**config.mk**
```make
export PLATFORM = sky130hd
export DESIGN_NAME = id_registration_table
export DESIGN_NICKNAME = d
export VERILOG_FILES = /design/src/rtl/ird_pkg.sv /design/src/rtl/ird_ram.sv /design/src/rtl/ird_scan.sv /design/src/rtl/id_registration_table.sv
export SDC_FILE = /design/constraint.sdc
export NUM_CORES = 2
export LEC_CHECK = 0
export BUFFER_PORTS_ARGS = -buffer_cell sky130_fd_sc_hd__buf_2
export CAP_MARGIN = 30
export CORE_MARGIN = 1.5
export CORE_UTILIZATION = 55
export DETAILED_ROUTE_END_ITERATION = 6
export PLACE_DENSITY = 0.73
export SKIP_CTS_REPAIR_TIMING = 1
export SYNTH_ARGS = -nofsm -noshare
export SYNTH_HDL_FRONTEND = slang
export SYNTH_HIERARCHICAL = 1
export SYNTH_SLANG_ARGS = --single-unit
```
**constraint.sdc**
```tcl
create_clock -name clk_i -period 5.3 [get_ports clk_i]
set_input_delay 1.06 -clock clk_i [delete_from_list [all_inputs] [get_ports clk_i]]
set_output_delay 1.06 -clock clk_i [all_outputs]
set_load 0.005 [all_outputs]
```
**src/rtl/ird_pkg.sv**
```systemverilog
// ----------------------------------------------------------------------------
// ird_pkg
// Shared types and codes of the id registration table: request and reply
// codes, field widths and the status struct of the slot scan unit.
// ----------------------------------------------------------------------------
`default_nettype none

package ird_pkg;

  // default number of table slots
  localparam int unsigned TableDepthDef = 128;

  // field widths
  localparam int unsigned IdW    = 31;
  localparam int unsigned ReqW   = 2;
  localparam int unsigned CodeW  = 2;
  // one slot word is a valid flag over the identifier
  localparam int unsigned SlotW  = IdW + 1;

  // request codes
  localparam logic [ReqW-1:0] REQ_ADD    = 2'd0;
  localparam logic [ReqW-1:0] REQ_CHECK  = 2'd1;
  localparam logic [ReqW-1:0] REQ_DELETE = 2'd2;
  localparam logic [ReqW-1:0] REQ_NONE   = 2'd3;

  // reply kinds
  localparam logic KIND_ADD   = 1'b0;
  localparam logic KIND_CHECK = 1'b1;

  // reply codes
  localparam logic [CodeW-1:0] ADD_OK      = 2'd0;
  localparam logic [CodeW-1:0] ADD_DUP     = 2'd1;
  localparam logic [CodeW-1:0] ADD_FULL    = 2'd2;
  localparam logic [CodeW-1:0] CHK_ABSENT  = 2'd0;
  localparam logic [CodeW-1:0] CHK_PRESENT = 2'd1;

  // scan unit status toward the sequencer
  typedef struct packed {
    logic hit_found;
    logic free_found;
  } scan_stat_t;

endpackage

`default_nettype wire

```
**src/rtl/ird_ram.sv**
```systemverilog
// ----------------------------------------------------------------------------
// ird_ram
// Generic simple dual-port RAM: one write port, one read port with
// registered read data.
// ----------------------------------------------------------------------------
`default_nettype none

module ird_ram #(
  parameter int unsigned Width = 32,
  parameter int unsigned Depth = 128
) (
  input  wire logic                     clk_i,
  input  wire logic                     we_i,
  input  wire logic [$clog2(Depth)-1:0] waddr_i,
  input  wire logic [Width-1:0]         wdata_i,
  input  wire logic                     re_i,
  input  wire logic [$clog2(Depth)-1:0] raddr_i,
  output      logic [Width-1:0]         rdata_o
);

  logic [Width-1:0] mem_q [Depth];

  // write port
  always_ff @(posedge clk_i) begin
    if (we_i) begin
      mem_q[waddr_i] <= wdata_i;
    end
  end

  // registered read port
  always_ff @(posedge clk_i) begin
    if (re_i) begin
      rdata_o <= mem_q[raddr_i];
    end
  end

endmodule

`default_nettype wire

```
**src/rtl/ird_scan.sv**
```systemverilog
// ----------------------------------------------------------------------------
// ird_scan
// Slot scan unit: one identifier compare per cycle over the slot words read
// from the table, remembering the first matching slot and the first free one.
// ----------------------------------------------------------------------------
`default_nettype none

module ird_scan
  import ird_pkg::*;
#(
  parameter int unsigned TableDepth = TableDepthDef
) (
  input  wire logic                          clk_i,
  input  wire logic                          rst_ni,
  input  wire logic                          start_i,
  input  wire logic                          slot_vld_i,
  input  wire logic [$clog2(TableDepth)-1:0] slot_idx_i,
  input  wire logic [SlotW-1:0]              slot_data_i,
  input  wire logic [IdW-1:0]                pid_i,
  output      scan_stat_t                    stat_o,
  output      logic [$clog2(TableDepth)-1:0] hit_slot_o,
  output      logic [$clog2(TableDepth)-1:0] free_slot_o
);

  localparam int unsigned AW = $clog2(TableDepth);

  scan_stat_t    stat_q, stat_d;
  logic [AW-1:0] hit_slot_q, hit_slot_d;
  logic [AW-1:0] free_slot_q, free_slot_d;
  logic          slot_used;
  logic          id_match;

  assign slot_used = slot_data_i[SlotW-1];
  assign id_match  = (slot_data_i[IdW-1:0] == pid_i);

  // compare and first-hit / first-free tracking
  always_comb begin
    stat_d      = stat_q;
    hit_slot_d  = hit_slot_q;
    free_slot_d = free_slot_q;
    if (start_i) begin
      stat_d = '0;
    end else if (slot_vld_i) begin
      if (slot_used && id_match && !stat_q.hit_found) begin
        stat_d.hit_found = 1'b1;
        hit_slot_d       = slot_idx_i;
      end
      if (!slot_used && !stat_q.free_found) begin
        stat_d.free_found = 1'b1;
        free_slot_d       = slot_idx_i;
      end
    end
  end

  always_ff @(posedge clk_i or negedge rst_ni) begin
    if (!rst_ni) begin
      stat_q <= '0;
    end else begin
      stat_q <= stat_d;
    end
  end

  // slot indexes are payload
  always_ff @(posedge clk_i) begin
    hit_slot_q  <= hit_slot_d;
    free_slot_q <= free_slot_d;
  end

  assign stat_o      = stat_q;
  assign hit_slot_o  = hit_slot_q;
  assign free_slot_o = free_slot_q;

endmodule

`default_nettype wire

```
**src/rtl/id_registration_table.sv**
```systemverilog
// ----------------------------------------------------------------------------
// id_registration_table
// Table of registered process identifiers with add, check and delete.
// ----------------------------------------------------------------------------
// Usage:
//   Input channel (in_valid_i / in_ready_o) carries req_type_i and
//   process_id_i; output channel (out_valid_o / out_ready_i) carries
//   reply_kind_o and reply_code_o. Add and check give one reply item,
//   delete and request type three give none.
//   Every add, check and delete request walks all slots of the table RAM,
//   one slot compared per cycle; a reply (or the delete's table write)
//   lands at the end of the walk, and in_ready_o then returns. Request type
//   three does not walk the table. One request is in work at a time.
//   After reset the block sweeps the table RAM, clearing one slot per
//   cycle, before in_ready_o first rises.
//   The reply sits in an output register; a new request may be accepted
//   while it waits. If the receiver still stalls when the next reply is
//   ready, the block holds at the end of its walk until the register frees.
// ----------------------------------------------------------------------------
`default_nettype none

module id_registration_table
  import ird_pkg::*;
#(
  parameter int unsigned TABLE_DEPTH = TableDepthDef
) (
  input  wire logic             clk_i,
  input  wire logic             rst_ni,
  input  wire logic             in_valid_i,
  output      logic             in_ready_o,
  input  wire logic [ReqW-1:0]  req_type_i,
  input  wire logic [IdW-1:0]   process_id_i,
  output      logic             out_valid_o,
  input  wire logic             out_ready_i,
  output      logic             reply_kind_o,
  output      logic [CodeW-1:0] reply_code_o
);

  localparam int unsigned AW = $clog2(TABLE_DEPTH);
  localparam int unsigned CW = $clog2(TABLE_DEPTH + 1);
  localparam logic [CW-1:0] DepthCnt = CW'(TABLE_DEPTH);
  localparam logic [AW-1:0] LastSlot = AW'(TABLE_DEPTH - 1);

  typedef enum logic [1:0] {
    ST_CLEAR,
    ST_IDLE,
    ST_SCAN
  } state_e;

  state_e           state_q, state_d;
  logic [CW-1:0]    cnt_q, cnt_d;
  logic [CW-1:0]    used_q, used_d;
  logic [ReqW-1:0]  req_q, req_d;
  logic [IdW-1:0]   pid_q, pid_d;
  logic             rd_pend_q;
  logic [AW-1:0]    rd_slot_q;
  logic             out_valid_q, out_valid_d;
  logic             kind_q, kind_d;
  logic [CodeW-1:0] code_q, code_d;

  logic             accept;
  logic             rd_en;
  logic             scan_done;
  logic             need_reply;
  logic             go;
  logic             ram_we;
  logic [AW-1:0]    ram_waddr;
  logic [SlotW-1:0] ram_wdata;
  logic [SlotW-1:0] ram_rdata;
  scan_stat_t       stat;
  logic [AW-1:0]    hit_slot;
  logic [AW-1:0]    free_slot;

  assign in_ready_o = (state_q == ST_IDLE);
  assign accept     = in_valid_i && in_ready_o;

  // slot read issue during the walk
  assign rd_en      = (state_q == ST_SCAN) && (cnt_q != DepthCnt);
  assign scan_done  = (state_q == ST_SCAN) && (cnt_q == DepthCnt) && !rd_pend_q;
  assign need_reply = (req_q == REQ_ADD) || (req_q == REQ_CHECK);
  assign go         = scan_done && (!need_reply || !out_valid_q || out_ready_i);

  // table RAM
  ird_ram #(
    .Width (SlotW),
    .Depth (TABLE_DEPTH)
  ) u_ram (
    .clk_i   (clk_i),
    .we_i    (ram_we),
    .waddr_i (ram_waddr),
    .wdata_i (ram_wdata),
    .re_i    (rd_en),
    .raddr_i (cnt_q[AW-1:0]),
    .rdata_o (ram_rdata)
  );

  // shared compare unit
  ird_scan #(
    .TableDepth (TABLE_DEPTH)
  ) u_scan (
    .clk_i       (clk_i),
    .rst_ni      (rst_ni),
    .start_i     (accept),
    .slot_vld_i  (rd_pend_q),
    .slot_idx_i  (rd_slot_q),
    .slot_data_i (ram_rdata),
    .pid_i       (pid_q),
    .stat_o      (stat),
    .hit_slot_o  (hit_slot),
    .free_slot_o (free_slot)
  );

  // sequencer next state, table update and reply
  always_comb begin
    state_d     = state_q;
    cnt_d       = cnt_q;
    used_d      = used_q;
    req_d       = req_q;
    pid_d       = pid_q;
    out_valid_d = out_valid_q && !out_ready_i;
    kind_d      = kind_q;
    code_d      = code_q;
    ram_we      = 1'b0;
    ram_waddr   = cnt_q[AW-1:0];
    ram_wdata   = '0;
    unique case (state_q)
      ST_CLEAR: begin
        ram_we = 1'b1;
        if (cnt_q[AW-1:0] == LastSlot) begin
          cnt_d   = '0;
          state_d = ST_IDLE;
        end else begin
          cnt_d = cnt_q + CW'(1);
        end
      end
      ST_IDLE: begin
        if (accept) begin
          req_d = req_type_i;
          pid_d = process_id_i;
          cnt_d = '0;
          if (req_type_i != REQ_NONE) begin
            state_d = ST_SCAN;
          end
        end
      end
      ST_SCAN: begin
        if (rd_en) begin
          cnt_d = cnt_q + CW'(1);
        end
        if (go) begin
          state_d = ST_IDLE;
          cnt_d   = '0;
          unique case (req_q)
            REQ_ADD: begin
              out_valid_d = 1'b1;
              kind_d      = KIND_ADD;
              if (stat.hit_found) begin
                code_d = ADD_DUP;
              end else if (stat.free_found && (used_q < DepthCnt)) begin
                ram_we    = 1'b1;
                ram_waddr = free_slot;
                ram_wdata = {1'b1, pid_q};
                used_d    = used_q + CW'(1);
                code_d    = ADD_OK;
              end else begin
                code_d = ADD_FULL;
              end
            end
            REQ_CHECK: begin
              out_valid_d = 1'b1;
              kind_d      = KIND_CHECK;
              code_d      = stat.hit_found ? CHK_PRESENT : CHK_ABSENT;
            end
            REQ_DELETE: begin
              if (stat.hit_found) begin
                ram_we    = 1'b1;
                ram_waddr = hit_slot;
                ram_wdata = {1'b0, pid_q};
                if (used_q != '0) begin
                  used_d = used_q - CW'(1);
                end
              end
            end
            default: begin
            end
          endcase
        end
      end
      default: begin
        state_d = ST_IDLE;
      end
    endcase
  end

  // state, counters and reply register
  always_ff @(posedge clk_i or negedge rst_ni) begin
    if (!rst_ni) begin
      state_q     <= ST_CLEAR;
      cnt_q       <= '0;
      used_q      <= '0;
      rd_pend_q   <= 1'b0;
      out_valid_q <= 1'b0;
    end else begin
      state_q     <= state_d;
      cnt_q       <= cnt_d;
      used_q      <= used_d;
      rd_pend_q   <= rd_en;
      out_valid_q <= out_valid_d;
    end
  end

  // request and reply payload
  always_ff @(posedge clk_i) begin
    req_q     <= req_d;
    pid_q     <= pid_d;
    rd_slot_q <= cnt_q[AW-1:0];
    kind_q    <= kind_d;
    code_q    <= code_d;
  end

  assign out_valid_o  = out_valid_q;
  assign reply_kind_o = kind_q;
  assign reply_code_o = code_q;

`ifndef SYNTHESIS
  // the slot count never exceeds the table size
  a_used_bound : assert property (@(posedge clk_i) disable iff (!rst_ni)
    used_q <= DepthCnt)
    else $error("entry count above table depth");

  // the table is written only during the clearing sweep or at the end of a walk
  a_write_when : assert property (@(posedge clk_i) disable iff (!rst_ni)
    ram_we |-> (state_q == ST_CLEAR) || scan_done)
    else $error("table write outside sweep or walk end");

  // a new reply appears only right after a walk has finished
  a_reply_src : assert property (@(posedge clk_i) disable iff (!rst_ni)
    (out_valid_q && !$past(out_valid_q)) |-> $past(scan_done))
    else $error("reply without a finished walk");

  // an accepted add, check or delete leaves the block busy on the next cycle
  a_busy : assert property (@(posedge clk_i) disable iff (!rst_ni)
    (accept && (req_type_i != REQ_NONE)) |=> !in_ready_o)
    else $error("ready while a request is in work");
`endif

endmodule

`default_nettype wire
```
==> flow_metrics.py <==
metrics = {
    "outcome": {
        "status": "complete, no violations",
    },
    "die": {
        "initial_utilization_pct": 55.2,
        "core-area_um2": 291000,
        "ios": 42,
        "fp-row-count": 198,
        "die_w_um": 543,
        "die_y_um": 543,
        "die_area_um2": 295000,
    },
    "synth": {
        "synth_enable_flop_cells": 4178,
        "synth_top_flop_cell": "edfxtp_1",
        "syn-num-nets": 6355,
        "synth_compound_area_share_pct": 0.292,
        "yosys.area_share.simple_pct": 0.805,
        "synthAdderAreaFrac_pct": 0.106,
        "syn_inst": 6305,
        "syn_area_um2": 160000,
        "synthMuxAreaShare_pct": 19.1,
        "synth_xor_area_share_pct": 0.197,
        "ys_types": 61,
        "postSynthRegisterBits": 4207,
        "ys_seq_area_share_pct": 78.6,
        "ys_warn_count": 6,
        "ys_async_sr_fraction_pct": 0.523,
        "avgSynthCellArea_um2": 25.4,
        "synth_top_family_by_area": "multiplexers",
    },
    "layout": {
        "layout-drive-gt1-share_pct": 35.1,
        "ff_latch_area_um2": 126000,
        "multi_input_area_um2": 34000,
        "synthToLayoutAreaGrowth_pct": 13.5,
        "n_fill_cell": 18100,
        "fin_util_pct": 62.7,
        "finalNonFillerCells": 10900,
        "layout.nets": 6769,
        "finalInstanceArea_um2": 182000,
    },
    "worst_setup_path": {
        "critPathKind": "reg2reg",
        "critPathLaunchType": "register",
        "worstSetupStartpoint": "cnt_q[0]$_DFFE_PN0P_",
        "crit_path_end": "u_ram/mem_q[14][31]$_DFFE_PP_",
        "r2r_setup_slack_ns": 0.50,
        "critPathMaxFanout": 32,
        "crit_buf_inv": 3,
        "r2r-start": "cnt_q[0]$_DFFE_PN0P_",
        "end_kind": "register",
        "path_delay_family": "simple AND/OR/NAND/NOR gates",
        "crit_cells": 11,
        "slowest_stage": "or3_1",
        "crit_chain": "inv_1, ha_1, and4bb_2, nand2_1, or3_1, o21bai_1, nor2b_1, nand2_1, buf_4, nor2_4, buf_4",
        "r2r_cells": 11,
        "arrival_ns": 5.32,
        "crit_path_max_incr_delay_ns": 0.61,
        "reg2reg_to": "u_ram/mem_q[14][31]$_DFFE_PP_",
        "critPathRequiredTime_ns": 5.83,
    },
    "routing": {
        "wire_per_inst_um": 36.7,
        "drtPass1Iterations": 6,
        "via_per_inst": 6.74,
        "num_vias": 73700,
        "route.final.wire_length_um": 402000,
        "ant_nets": 0,
        "first_iter_violations": 11900,
        "drc": 0,
    },
    "pwr": {
        "p_leak_nw": 44.2,
        "power.switching_mw": 18.3,
        "p_int_mw": 57.0,
        "seq_power_share_pct": 49.1,
        "ir_drop_uv": 482,
        "clkPwrFrac_pct": 37.8,
        "sw_frac_of_total_pct": 24.3,
        "p_per_area_nw_per_um2": 413,
        "p_comb_share_pct": 13.1,
    },
    "cts": {
        "clk_latency_ns": 0.94,
        "cts_tree": "built",
        "numCtsBuffers": 395,
        "clkSlewWorstSetupHoldPaths_ns": 0.06,
        "htree_levels": 5,
        "clock_path_buffers": 4,
        "clock-sinks": 4207,
        "cts_root_buffer": "clkbuf_16",
    },
    "placement": {
        "io_buffer_count": 41,
        "placed_cell_area_um2": 169000,
        "dp.cells": 10200,
        "hpwl_um": 218000,
        "gp_congestion": 0.856,
        "dp_slack_ns": 0.558,
    },
    "timing": {
        "timing.final.crit_period_ns": 4.80,
        "rsz0062_at_grt": "false",
        "slew_headroom_pct": 22.4,
        "fin_skew_ns": 0.0620,
        "fin_setup_tns_ns": 0,
        "tightestPinTransition_ns": 1.16,
        "setup_ws_ns": 0.503,
        "setup_violations": 0,
        "post-route-period-util_pct": 90.5,
        "hold_viol_final": 0,
        "slew_viol_final": 0,
        "fmax_mhz": 208,
    },
    "global_route": {
        "grt_start_max_net_pins": 161,
        "grt_overflow_total": 0,
        "first_global_vias": 74000,
        "grt_pass1_wl_um": 567000,
        "antenna_found_initial": 24,
        "grt_usage_pct": 27.5,
    },
    "worst_hold_path": {
        "holdCritPathClass": "in2async",
    },
    "run": {
        "cap_violations": 0,
    },
}
[routing by layer]
layer  share of wire [%]  global-route usage [%]
met5               0.032                       0
met4                 3.5                    8.87
met3                  12                    6.43
met2                  47                    42.5
met1                  37                    39.6
[flip-flops by register name (all words and copies together), names as in the netlist, 2 cells and up]
register / cells
state_q: 2
used_q: 8
u_ram/rdata_o: 32
u_ram/mem_q: 4096
req_q: 2
pid_q: 31
u_scan/free_slot_o: 7
u_scan/hit_slot_o: 7
cnt_q: 8
u_scan/stat_o: 2
rd_slot_q: 7
reply_code_o: 2
[area by class of cell]
class,count,share of cell area (%)
flip-flops and latches,4207,69.3
clock buffers,481,5.70
well taps,3900,2.68
repair buffers,340,2.25
inverters,14,0.0289
clock inverters,229,1.37
multi-input cells,1761,18.7
diodes,8,0.0110
[worst reg2reg max path: cells and delay by family, from the launching register on]
| kind | cells | cell delay (ns) |
|---|---|---|
| and+or+nand+nor | 6 | 2.05 |
| buffers and inverters | 3 | 1.01 |
| DFF | 1 | 0.59 |
| AOI/OAI and AO/OA | 1 | 0.53 |
| adders and majority gates | 1 | 0.20 |
[cell usage after synthesis, types with 4 or more instances]
cell / n / area (um2)
a21o_1: 4 / 30.0
a21oi_1: 6 / 30.0
a22oi_1: 7 / 52.6
and2_1: 33 / 206
buf_1: 50 / 188
buf_2: 83 / 415
clkbuf_1: 183 / 687
dfrtp_1: 22 / 551
dfxtp_1: 7 / 140
edfxtp_1: 4178 / 125000
ha_1: 12 / 150
inv_1: 14 / 52.6
mux2_2: 34 / 383
mux4_2: 1344 / 30300
nand2_1: 30 / 113
nand2b_1: 6 / 37.5
nand3_1: 19 / 95.1
nand4_1: 5 / 31.3
nor2_1: 127 / 477
nor2b_1: 9 / 56.3
nor3_1: 15 / 75.1
nor4_1: 8 / 50.1
o21a_1: 5 / 37.5
o21ai_0: 13 / 65.1
o21bai_1: 5 / 37.5
xnor2_1: 5 / 43.8
xor2_1: 31 / 272
[layout by cell type, fill, tap and decap left out, drive strengths merged, types with 31 or more instances in the layout]
cell,synthesis,routed
mux2,34,34
xor2,31,31
bufinv,0,47
and2,35,35
mux4,1344,1344
buf,138,338
nor2,127,127
clkbuf,185,483
clkinv,0,155
edfxtp,4178,4178
[through the flow]
step / power [mW] / hold WS [ns]
after global placement: 47.5 / 0.405
after detailed placement: 47.5 / 0.419
after CTS: 75.6 / 0.122
after floorplan: 44.3 / 0.401
after global routing: 77.2 / 0.165
final: 75.2 / 0.159
[worst min-delay path by stage]
stage	to	slack, ns
after floorplan	rd_slot_q[1]$_DFF_P_	0.40
after global placement	u_scan/hit_slot_o[5]$_DFFE_PP_	0.40
after detailed placement	u_scan/hit_slot_o[1]$_DFFE_PP_	0.42
after CTS	out_valid_o$_DFF_PN0_	0.12
after global routing	out_valid_o$_DFF_PN0_	0.17
final	out_valid_o$_DFF_PN0_	0.16
[power groups by stage]
| stage | clock network, mW | logic (mW) | registers [mW] |
|---|---|---|---|
| 6_report | 28.4 | 9.86 | 37.0 |
| 5_1_grt | 29.9 | 10.3 | 37.0 |
| 4_1_cts | 28.7 | 9.94 | 37.0 |
| 3_5_place_dp | 0 | 9.89 | 37.7 |
| 3_3_place_gp | 0 | 9.82 | 37.6 |
| 2_1_floorplan | 0 | 6.77 | 37.5 |
[logic make-up (layout without fill, tap and decap cells)]
kind of cell               Yosys count  after routing
other                                0              8
adders and majority gates           13             13
and+or+nand+nor                    270            270
xor gates and xnor gates            36             36
DFF                               4207           4207
AOI/OAI and AO/OA                   63             63
muxes                             1379           1379
buffers and inverters              337           1064
No activity file was read; power rests on OpenSTA's default activity.
